===== config.mk =====
export PLATFORM = sky130hd
export DESIGN_NAME = obd_mode01_hex_response_decoder
export DESIGN_NICKNAME = d
export VERILOG_FILES = /design/src/design/obd_pkg.sv /design/src/design/obd_mode01_hex_response_decoder.sv
export VERILOG_INCLUDE_DIRS = /design/src /design/src/design
export SDC_FILE = /design/constraint.sdc
export NUM_CORES = 1
export LEC_CHECK = 0
export BUFFER_PORTS_ARGS = -buffer_cell sky130_fd_sc_hd__buf_4
export CAP_MARGIN = 30
export CORE_MARGIN = 5
export CORE_UTILIZATION = 33
export DETAILED_ROUTE_END_ITERATION = 8
export PLACE_DENSITY = 0.59
export SETUP_SLACK_MARGIN = 0.02
export SLEW_MARGIN = 20
export SYNTH_ARGS = -nofsm -noshare
export SYNTH_HDL_FRONTEND = slang
export SYNTH_SLANG_ARGS = --single-unit

===== constraint.sdc =====
create_clock -name clk -period 9.8 [get_ports clk]
set_input_delay 1.96 -clock clk [delete_from_list [all_inputs] [get_ports clk]]
set_output_delay 1.96 -clock clk [all_outputs]
set_load 0.005 [all_outputs]

===== src/design/obd_mode01_hex_response_decoder_assert.svh =====
// Assertion macros shared by the decoder RTL.
`ifndef OBD_MODE01_HEX_RESPONSE_DECODER_ASSERT_SVH
`define OBD_MODE01_HEX_RESPONSE_DECODER_ASSERT_SVH

// Same-cycle implication, checked outside reset.
`define OBD_ASSERT_NOW(label, ante, cons) \
  label: assert property (@(posedge clk) disable iff (!rst_n) (ante) |-> (cons)) \
    else $error("obd decoder: same-cycle check failed");

// Next-cycle implication, checked outside reset.
`define OBD_ASSERT_NEXT(label, ante, cons) \
  label: assert property (@(posedge clk) disable iff (!rst_n) (ante) |=> (cons)) \
    else $error("obd decoder: next-cycle check failed");

`endif


===== src/design/obd_pkg.sv =====
package obd_pkg;

  localparam int unsigned STORE_DEPTH = 8;
  localparam int unsigned IDX_W       = $clog2(STORE_DEPTH);
  localparam int unsigned KEPT_W      = $clog2(STORE_DEPTH + 1);

  localparam logic [7:0] CHAR_NUL   = 8'h00;
  localparam logic [7:0] CHAR_SPACE = 8'h20;
  localparam logic [7:0] CHAR_CR    = 8'h0D;
  localparam logic [7:0] CHAR_LF    = 8'h0A;

  localparam logic [7:0] MODE01_REPLY = 8'h41;
  localparam logic [7:0] PID_RPM      = 8'h0C;
  localparam logic [7:0] PID_SPEED    = 8'h0D;
  localparam logic [7:0] PID_COOLANT  = 8'h05;
  localparam logic [7:0] PID_THROTTLE = 8'h11;
  localparam logic [7:0] PID_FUEL     = 8'h2F;

  localparam logic [14:0] COOLANT_OFFSET = 15'd40;
  localparam logic [14:0] PERCENT_SCALE  = 15'd100;

  typedef enum logic [2:0] {
    QTY_RPM      = 3'd0,
    QTY_SPEED    = 3'd1,
    QTY_COOLANT  = 3'd2,
    QTY_THROTTLE = 3'd3,
    QTY_FUEL     = 3'd4
  } qty_t;

  // Bit 4 flags a character that is not a hex digit.
  function automatic logic [4:0] to_nibble(input logic [7:0] ch);
    logic [4:0] res;
    case (ch) inside
      [8'h30:8'h39]: res = {1'b0, ch[3:0]};
      [8'h41:8'h46],
      [8'h61:8'h66]: res = {1'b0, 4'(ch[3:0] + 4'd9)};
      default:       res = 5'h10;
    endcase
    return res;
  endfunction

  // Exact floor(x / 255) for every 15-bit x.
  function automatic logic [7:0] div255(input logic [14:0] x);
    logic [15:0] s;
    s = {1'b0, x} + {9'd0, x[14:8]} + 16'd1;
    return s[15:8];
  endfunction

endpackage


===== src/design/obd_mode01_hex_response_decoder.sv =====
// Latency: a result is registered at the edge that accepts the last character
//   of a reply and is shown from the following cycle.
// Throughput: one character per cycle; a waiting result blocks input only
//   while out_ready is low.
// Reset: rst_n clears the kept count, end-of-string flag and result valid;
//   the nibble store is not cleared.
module obd_mode01_hex_response_decoder
  import obd_pkg::*;
(
  input  logic               clk,
  input  logic               rst_n,
  input  logic               in_valid,
  output logic               in_ready,
  input  logic [7:0]         in_character,
  input  logic               in_last_char,
  output logic               out_valid,
  input  logic               out_ready,
  output logic               out_ok,
  output logic [2:0]         out_quantity,
  output logic signed [14:0] out_value
);

`include "obd_mode01_hex_response_decoder_assert.svh"

  logic [4:0]        store_r [STORE_DEPTH];
  logic [KEPT_W-1:0] kept_count_r, kept_count_nxt;
  logic              string_ended_r, string_ended_nxt;

  logic               out_valid_r, out_valid_nxt;
  logic               out_ok_r, out_ok_nxt;
  qty_t               out_qty_r, out_qty_nxt;
  logic signed [14:0] out_value_r, out_value_nxt;

  logic              in_acc, is_ws, keep, wr_en;
  logic [IDX_W-1:0]  wr_idx;
  logic [4:0]        nib;
  logic [KEPT_W-1:0] kept_cur;
  logic [4:0]        view [STORE_DEPTH];

  logic [7:0]  byte0, byte1, byte_a, byte_b;
  logic        bad0, bad1, bad_a, bad_b, hdr_ok;
  logic [14:0] pct_prod;
  logic        dec_ok;
  qty_t        dec_qty;
  logic signed [14:0] dec_value;

  assign in_ready = !out_valid_r || out_ready;
  assign in_acc   = in_valid && in_ready;

  always_comb begin
    is_ws  = (in_character == CHAR_SPACE) || (in_character == CHAR_CR) ||
             (in_character == CHAR_LF);
    keep   = in_acc && !string_ended_r && (in_character != CHAR_NUL) && !is_ws;
    // Drop kept characters beyond the store; they only saturate the count.
    wr_en  = keep && (kept_count_r < KEPT_W'(STORE_DEPTH));
    wr_idx = kept_count_r[IDX_W-1:0];
    nib    = to_nibble(in_character);
    kept_cur = wr_en ? KEPT_W'(kept_count_r + 1'b1) : kept_count_r;
    for (int i = 0; i < STORE_DEPTH; i++) begin
      view[i] = (wr_en && (wr_idx == IDX_W'(i))) ? nib : store_r[i];
    end
  end

  // Decode from the store as it stands after this character.
  always_comb begin
    byte0  = {view[0][3:0], view[1][3:0]};
    byte1  = {view[2][3:0], view[3][3:0]};
    byte_a = {view[4][3:0], view[5][3:0]};
    byte_b = {view[6][3:0], view[7][3:0]};
    bad0   = view[0][4] | view[1][4];
    bad1   = view[2][4] | view[3][4];
    bad_a  = view[4][4] | view[5][4];
    bad_b  = view[6][4] | view[7][4];
    hdr_ok = (kept_cur >= KEPT_W'(4)) && !bad0 && !bad1 && (byte0 == MODE01_REPLY);
    pct_prod  = {7'd0, byte_a} * PERCENT_SCALE;
    dec_ok    = 1'b0;
    dec_qty   = QTY_RPM;
    dec_value = '0;
    if (hdr_ok) begin
      case (byte1)
        PID_RPM: begin
          if ((kept_cur >= KEPT_W'(8)) && !bad_a && !bad_b) begin
            dec_ok    = 1'b1;
            dec_qty   = QTY_RPM;
            dec_value = {1'b0, byte_a, byte_b[7:2]};
          end
        end
        PID_SPEED: begin
          if ((kept_cur >= KEPT_W'(6)) && !bad_a) begin
            dec_ok    = 1'b1;
            dec_qty   = QTY_SPEED;
            dec_value = {7'd0, byte_a};
          end
        end
        PID_COOLANT: begin
          if ((kept_cur >= KEPT_W'(6)) && !bad_a) begin
            dec_ok    = 1'b1;
            dec_qty   = QTY_COOLANT;
            dec_value = $signed({7'd0, byte_a} - COOLANT_OFFSET);
          end
        end
        PID_THROTTLE: begin
          if ((kept_cur >= KEPT_W'(6)) && !bad_a) begin
            dec_ok    = 1'b1;
            dec_qty   = QTY_THROTTLE;
            dec_value = {7'd0, div255(pct_prod)};
          end
        end
        PID_FUEL: begin
          if ((kept_cur >= KEPT_W'(6)) && !bad_a) begin
            dec_ok    = 1'b1;
            dec_qty   = QTY_FUEL;
            dec_value = {7'd0, div255(pct_prod)};
          end
        end
        default: begin
          dec_ok = 1'b0;
        end
      endcase
    end
  end

  always_comb begin
    kept_count_nxt   = kept_cur;
    string_ended_nxt = string_ended_r ||
                       (in_acc && !string_ended_r && (in_character == CHAR_NUL));
    out_valid_nxt    = out_valid_r && !out_ready;
    out_ok_nxt       = out_ok_r;
    out_qty_nxt      = out_qty_r;
    out_value_nxt    = out_value_r;
    if (in_acc && in_last_char) begin
      // Emit the result and clear for the next reply.
      kept_count_nxt   = '0;
      string_ended_nxt = 1'b0;
      out_valid_nxt    = 1'b1;
      out_ok_nxt       = dec_ok;
      out_qty_nxt      = dec_qty;
      out_value_nxt    = dec_value;
    end
  end

  always_ff @(posedge clk) begin
    if (wr_en) begin
      store_r[wr_idx] <= nib;
    end
  end

  always_ff @(posedge clk) begin
    out_ok_r    <= out_ok_nxt;
    out_qty_r   <= out_qty_nxt;
    out_value_r <= out_value_nxt;
  end

  always_ff @(posedge clk) begin
    if (!rst_n) begin
      kept_count_r   <= '0;
      string_ended_r <= 1'b0;
      out_valid_r    <= 1'b0;
    end else begin
      kept_count_r   <= kept_count_nxt;
      string_ended_r <= string_ended_nxt;
      out_valid_r    <= out_valid_nxt;
    end
  end

  assign out_valid    = out_valid_r;
  assign out_ok       = out_ok_r;
  assign out_quantity = out_qty_r;
  assign out_value    = out_value_r;

  `OBD_ASSERT_NOW(a_kept_bound, 1'b1, kept_count_r <= KEPT_W'(STORE_DEPTH))
  `OBD_ASSERT_NEXT(a_last_emits, in_acc && in_last_char, out_valid_r)
  `OBD_ASSERT_NEXT(a_last_clears, in_acc && in_last_char, kept_count_r == '0 && !string_ended_r)
  `OBD_ASSERT_NOW(a_fail_zero, out_valid_r && !out_ok_r, out_qty_r == QTY_RPM && out_value_r == '0)
  `OBD_ASSERT_NOW(a_ended_no_write, string_ended_r, !wr_en)

endmodule


==> metrics.csv, run 1 <==
metric,value,unit
met3 usage,0.0262,
f_max,0.114,GHz
Worst Max-Slew Pin Slew,837,ps
fill cell count,1282,
number of standard-cell rows in the floorplan,42,
number of DRC markers in iteration 0,435,
insertion delay to the later sink of the worst-skew pair,330,ps
number of nets at the end of the flow,530,
tightest slew margin relative to the limit,0.436,
CTS tree,built,
vias post-DR,3493,
number of antenna violations at the first check in global routing,0,
initial cell density of the core,0.336,
most frequently used flop master after synthesis,sky130_fd_sc_hd__edfxtp_1,
"Async S/R FF share, synth",0,
final critical delay including setup and external delays,8740,ps
start-to-end type of the worst setup path,in2reg,
placeable core area,13200,um^2
fraction of the cycle the final worst path needs,0.892,
Synth Net Count,488,
count of non-filler cells in the finished layout,648,
number of synthesis warnings,0,
met2 usage,0.216,
overall overflow remaining after global route,0,
worst-case vdd ir drop,92.1,uV
"top cells by area, synth","sky130_fd_sc_hd__edfxtp_1 39%, sky130_fd_sc_hd__ha_1 13%, sky130_fd_sc_hd__nor2_1 3.0%, sky130_fd_sc_hd__a21oi_1 2.9%, sky130_fd_sc_hd__xnor2_1 2.8%",
Routed WL,10700,um
count of cells resized by post-cts repair,0,
register bit count reported by yosys,63,
die width,126,um
number of cells produced by synthesis,425,
setup repair bufs after CTS,0,
Synth Area in Compound Gates,0.155,
Synth Area per Inst,10.4,um^2
most frequent cells after synthesis,"57 x sky130_fd_sc_hd__edfxtp_1, 47 x sky130_fd_sc_hd__ha_1, 36 x sky130_fd_sc_hd__nor2_1",
Ports,34,
count of inserted antenna diode cells,0,
Netlist cell types,65,
share of post-route cells with drive strength above 1,0.155,
result of the run,"complete, no violations",
post-DR wirelength/cell,16.5,um
final hold vios,0,
maximum clock skew at final layout,8.13,ps
Num Clock Sinks,63,
layout overhead on the synthesized area,18.3,%
number of max-capacitance violations reported,0,
clock tree buffer depth,2,
drt drc,0,
"Setup violations, final",0,
Worst Path Arrival,8820,ps
Top Usage Layer GRT,met2,
most frequent cell after synthesis,sky130_fd_sc_hd__edfxtp_1,
largest net degree at the start of global routing,20,
DRT Pass-1 Iters,5,
"Worst Setup Slack, final",1060,ps
maximum level of the CTS H-tree,3,
global-route wire length before repair,17400,um
final weighted congestion of routability-driven global placement,0.927,
CTS Hold Buffers Added,0,
number of enable-type register cells in the synthesized netlist,57,
Die Y,126,um
Critical Path End Type,register,
share of synthesized area occupied by flip-flops and latches,0.413,
Post-Place Setup Slack,725,ps
placement-stage cell area,4900,um^2
share of cell area taken by muxes after synthesis,0.0336,
cell at the root of the clock tree,sky130_fd_sc_hd__clkbuf_16,
clock transition time at the flip-flop clock pins of the worst setup and hold paths,60,ps
unrepaired setup endpoints after global routing,no,
static leakage,2.08,nW
aggregate negative setup slack,0,ps
"area leader, netlist",sky130_fd_sc_hd__edfxtp_1,
simple-gate share of the synthesized area,0.169,
dominant combinational cell family by area after synthesis,simple AND/OR/NAND/NOR gates,
required time of the worst setup path,9870,ps
ANT nets after route,0,
power density over the cells,138,nW/um^2
class of the worst hold path,reg2reg,
Tot GR Track Use,0.136,
via count of the first global-routing pass,3449,
met1 usage in global routing,0.182,
number of buffers inserted during clock tree synthesis,9,
Critical Path Start Type,input pin,
Die ar.,15800,um^2
half-perimeter wire length of the detailed placement result,8020,um
cell total after placement,630,
post-route design area,5240,um^2
Final Max Tran Viols,0,
cell area after synthesis,4430,um^2
xor-xnor portion of the synthesized cell area,0.0500,
worst-path maximum fanout,12,
Post-Synth Adder-Cell Area,0.149,
number of vias per cell,5.39,
IO Port Bufs,33,
Yosys top cell area share,0.386,
==> cell families (layout without fill, tap and decap cells) <==
family,after synthesis,in the layout
AND/OR/NAND/NOR,139,139
multiplexers,14,14
flip-flops,63,63
AO/OA/AOI/OAI,102,102
adder cells (fa/ha/maj),51,51
XOR/XNOR,22,22
buffers and inverters,34,81
==> placed cells by master (no fill, tap or decap), types with 9 or more instances in the layout <==
master and count:
sky130_fd_sc_hd__nor2_1 36, sky130_fd_sc_hd__a21oi_1 26, sky130_fd_sc_hd__inv_1 24, sky130_fd_sc_hd__edfxtp_1 57
sky130_fd_sc_hd__ha_1 47, sky130_fd_sc_hd__nor3_1 12, sky130_fd_sc_hd__nand2_1 27, sky130_fd_sc_hd__buf_4 39
sky130_fd_sc_hd__xnor2_1 14, sky130_fd_sc_hd__nand3_1 17, sky130_fd_sc_hd__clkbuf_16 9, sky130_fd_sc_hd__o22ai_1 11
sky130_fd_sc_hd__o21ai_0 17
==> through the flow <==
step	utilization	power, mW	hold WS (ps)
finish	0.397	0.723	462
global route	0.397	0.747	540
CTS	0.397	0.727	466
detailed placement	0.371	0.377	453
global placement	0.371	0.375	440
floorplan	-	0.353	431
==> power breakdown <==
group	internal, mW	switching, mW
sequential	0.299	0.00421
combinational	0.0276	0.0409
clock	0.231	0.120
==> path summary, 6_finish.rpt <==
kind | from | slack, ps | to | depth (start not counted)
worst min register to register | string_ended_r | 460 | string_ended_r | 2
worst min-delay path | string_ended_r | 460 | string_ended_r | 2
worst max register to register | out_valid | 2730 | out_value[0] | 24
worst max-delay path | in_character[1] | 1060 | out_value[0] | 27
==> worst max-delay path, stage by stage <==
cell,delay (ps)
sky130_fd_sc_hd__buf_4,140
sky130_fd_sc_hd__inv_1,100
sky130_fd_sc_hd__ha_1,250
sky130_fd_sc_hd__mux2i_1,110
sky130_fd_sc_hd__or4_1,610
sky130_fd_sc_hd__and3_1,350
sky130_fd_sc_hd__nand3_1,260
sky130_fd_sc_hd__mux2i_1,490
sky130_fd_sc_hd__inv_1,190
sky130_fd_sc_hd__ha_1,340
sky130_fd_sc_hd__ha_1,280
sky130_fd_sc_hd__inv_1,50
sky130_fd_sc_hd__fa_1,520
sky130_fd_sc_hd__inv_1,40
sky130_fd_sc_hd__ha_1,350
sky130_fd_sc_hd__and3_1,180
sky130_fd_sc_hd__a2111oi_0,500
sky130_fd_sc_hd__xnor2_1,290
sky130_fd_sc_hd__ha_1,350
sky130_fd_sc_hd__a21o_1,190
sky130_fd_sc_hd__a21oi_1,120
sky130_fd_sc_hd__o21ai_0,160
sky130_fd_sc_hd__maj3_1,370
sky130_fd_sc_hd__o21ai_0,210
sky130_fd_sc_hd__xnor2_1,90
sky130_fd_sc_hd__a222oi_1,220
sky130_fd_sc_hd__nor2_1,90
==> per-layer routing <==
metal | vias up | routed length (um)
met5 | - | 0
met4 | 0 | 236
met3 | 19 | 499
met2 | 95 | 4900
met1 | 1680 | 5050
li1 | 1699 | -
==> state kept, by name, summed over array words and instances, names as in the netlist <==
register	flops
out_valid	1
out_quantity	3
out_ok	1
string_ended_r	1
store_r	38
out_value	15
kept_count_r	4
==> area by class of cell <==
type                            count  area, um^2  share of cell area
Multi-Input combinational cell    328        2460               0.470
Sequential cell                    63        1830               0.349
Timing Repair Buffer               41         303              0.0578
Clock buffer                       10         239              0.0456
Tap cell                          176         220              0.0420
Clock inverter                      6        92.6              0.0177
Inverter                           24        90.1              0.0172
Note: power is estimated with default switching activity, not from simulation.
==> run 2, diff against run 1 <==
--- a/config.mk
+++ b/config.mk
@@ -8,7 +8,6 @@
 export LEC_CHECK = 0
 export BUFFER_PORTS_ARGS = -buffer_cell sky130_fd_sc_hd__buf_4
 export CAP_MARGIN = 30
-export CORE_MARGIN = 5
 export CORE_UTILIZATION = 33
 export DETAILED_ROUTE_END_ITERATION = 8
 export PLACE_DENSITY = 0.59
==> run 2 against run 1 <==
Against the previous run: die area fell by 12%; power decreased by 8.9%; maximum frequency increased by 1.8%; utilization increased by 0.56 points; flip-flop and latch count unchanged; clock power is 18% lower; routed wire length down 4.0%; final area is 1.0% lower; sequential power is essentially flat; largest cell class unchanged; largest power group is now registers.
==> metrics.csv, run 2 (synthesized netlist as in run 1, its figures left out) <==
metric,value,unit,change
kind of cell with the highest combined delay on the critical path,adder cells,,unchanged
start-to-end type of the worst setup path,in2reg,,unchanged
ANT nets after route,0,,unchanged
power density over the cells,127,nW/um^2,was 138 nW/um^2
required time of the worst setup path,9870,ps,about the same
Post-Place Setup Slack,844,ps,was 725 ps
setup repair bufs after CTS,0,,unchanged
most frequent cells in the layout,"57 x sky130_fd_sc_hd__edfxtp_1, 47 x sky130_fd_sc_hd__ha_1, 40 x sky130_fd_sc_hd__buf_4, 36 x sky130_fd_sc_hd__nor2_1, 27 x sky130_fd_sc_hd__nand2_1",,"was 57 x sky130_fd_sc_hd__edfxtp_1, 47 x sky130_fd_sc_hd__ha_1, 39 x sky130_fd_sc_hd__buf_4, 36 x sky130_fd_sc_hd__nor2_1, 27 x sky130_fd_sc_hd__nand2_1"
aggregate negative setup slack,0,ps,unchanged
cell at the root of the clock tree,sky130_fd_sc_hd__clkbuf_16,,unchanged
Worst Path Arrival,8660,ps,was 8820 ps
"Worst Setup Slack, final",1210,ps,was 1060 ps
Ports,34,,unchanged
delay of the slowest cell on the worst path,620,ps,was 610 ps
post-DR wirelength/cell,15.9,um,was 16.5 um
placement-stage cell area,4900,um^2,about the same
number of standard-cell rows in the floorplan,41,,was 42
CTS tree,built,,unchanged
IO Port Bufs,33,,unchanged
fraction of the cycle the final worst path needs,0.876,,was 0.892
number of nets at the end of the flow,531,,was 530
maximum clock skew at final layout,9.64,ps,was 8.13 ps
die width,118,um,was 126 um
CP max-delay cell,sky130_fd_sc_hd__or4_1,,unchanged
number of antenna violations at the first check in global routing,0,,unchanged
worst slack on hold paths,462,ps,about the same
length of routed wiring on met1,4900,um,was 5050 um
final weighted congestion of routability-driven global placement,0.831,,was 0.927
"Endpoint, Worst Hold",string_ended_r,,unchanged
total length of routed met2 wires,4630,um,was 4900 um
global-route wire length before repair,16700,um,was 17400 um
static leakage,2.06,nW,was 2.08 nW
maximum level of the CTS H-tree,3,,unchanged
"Setup violations, final",0,,unchanged
Critical Path Most Common Cell,sky130_fd_sc_hd__ha_1,,unchanged
Critical Path End Type,register,,unchanged
class of the worst hold path,reg2reg,,unchanged
length of routed met3 wiring,539,um,was 499 um
CTS Hold Buffers Added,0,,unchanged
most flop-heavy register,store_r,,unchanged
placeable core area,12900,um^2,was 13200 um^2
top sig layer,met4,,unchanged
clock tree buffer depth,2,,unchanged
Num Clock Sinks,63,,unchanged
final hold vios,0,,unchanged
DRT Pass-1 Iters,6,,was 5
vias post-DR,3465,,was 3493
"reg-to-reg slack, setup",2790,ps,was 2730 ps
number of cells on the worst hold path,2,,unchanged
crit path buf inv count,5,,unchanged
tightest slew margin relative to the limit,0.358,,was 0.436
half-perimeter wire length of the detailed placement result,7800,um,was 8020 um
final critical delay including setup and external delays,8590,ps,was 8740 ps
area of the multi-input gates,2460,um^2,unchanged
worst-path maximum fanout,12,,unchanged
count of cells resized by post-cts repair,0,,unchanged
Die ar.,13900,um^2,was 15800 um^2
Die Y,118,um,was 126 um
depth of the most critical reg-to-reg path,23,,was 24
Min-Delay Startpoint,string_ended_r,,unchanged
count of inserted antenna diode cells,0,,unchanged
clock transition time at the flip-flop clock pins of the worst setup and hold paths,60,ps,about the same
initial cell density of the core,0.344,,was 0.336
reg2reg end,out_value[0],,unchanged
Critical R2R Launch,out_valid,,unchanged
unrepaired setup endpoints after global routing,no,,unchanged
largest net degree at the start of global routing,20,,unchanged
number of max-capacitance violations reported,0,,unchanged
insertion delay to the later sink of the worst-skew pair,330,ps,about the same
Tot GR Track Use,0.153,,was 0.136
max reg flops,38,,unchanged
total power after layout,0.658,mW,was 0.723 mW
f_max,0.116,GHz,was 0.114 GHz
number of DRC markers in iteration 0,317,,was 435
share of post-route cells with drive strength above 1,0.154,,was 0.155
worst-case vdd ir drop,80.6,uV,was 92.1 uV
fill cell count,1234,,was 1282
layout overhead on the synthesized area,17.1,%,was 18.3%
via count of the first global-routing pass,3282,,was 3449
post-route design area,5190,um^2,was 5240 um^2
Worst Max-Slew Pin Slew,953,ps,was 837 ps
Critical Path Start Type,input pin,,unchanged
drt drc,0,,unchanged
Routed WL,10300,um,was 10700 um
result of the run,"complete, no violations",,unchanged
number of vias per cell,5.37,,was 5.39
Reg area,1830,um^2,unchanged
Final Max Tran Viols,0,,unchanged
"most common cell after layout, fill and taps aside",sky130_fd_sc_hd__edfxtp_1,,unchanged
number of buffers inserted during clock tree synthesis,9,,unchanged
overall overflow remaining after global route,0,,unchanged
## run 2: cell type report
class	count	area share
inverters	24	0.0174
flip-flops and latches	63	0.353
multi-input cells	328	0.475
clock buffers	9	0.0434
clock inverters	7	0.00940
repair buffers	42	0.0603
well taps	172	0.0415
## run 2: through the flow
step / util / std cells
2_1_floorplan: - / 425
3_3_place_gp: 0.381 / 627
3_5_place_dp: 0.381 / 627
4_1_cts: 0.402 / 643
5_1_grt: 0.403 / 645
6_report: 0.403 / 645
## run 2: layer usage
layer / vias to the layer above / global-route usage
li1: 1707 / -
met1: 1632 / 0.212
met2: 109 / 0.237
met3: 17 / 0.0247
met4: 0 / 0.0641
met5: - / 0
## run 2: worst min-delay path, stage by stage, from the launching register on
cell and delay (ps):
sky130_fd_sc_hd__dfxtp_1 310, sky130_fd_sc_hd__nor2_1 40, sky130_fd_sc_hd__nor2_1 70
## run 2: how the worst max path moves through the flow
| stage | startpoint | to | slack, ps | depth (start not counted) |
|---|---|---|---|---|
| 6_report | in_character[1] | out_value[0] | 1210 | 27 |
| 2_1_floorplan | in_character[4] | out_value[0] | 1640 | 25 |
| 3_3_place_gp | in_character[4] | out_value[0] | 990 | 25 |
| 4_1_cts | in_character[1] | out_value[0] | 1180 | 27 |
| 3_5_place_dp | in_character[1] | out_value[0] | 840 | 27 |
| 5_1_grt | in_character[1] | out_value[0] | 680 | 27 |
## run 2: report_power, final
part           switching (mW)  internal, mW
Combinational          0.0403        0.0277
Sequential            0.00408         0.300
Clock                   0.116         0.171
Total                   0.160         0.498
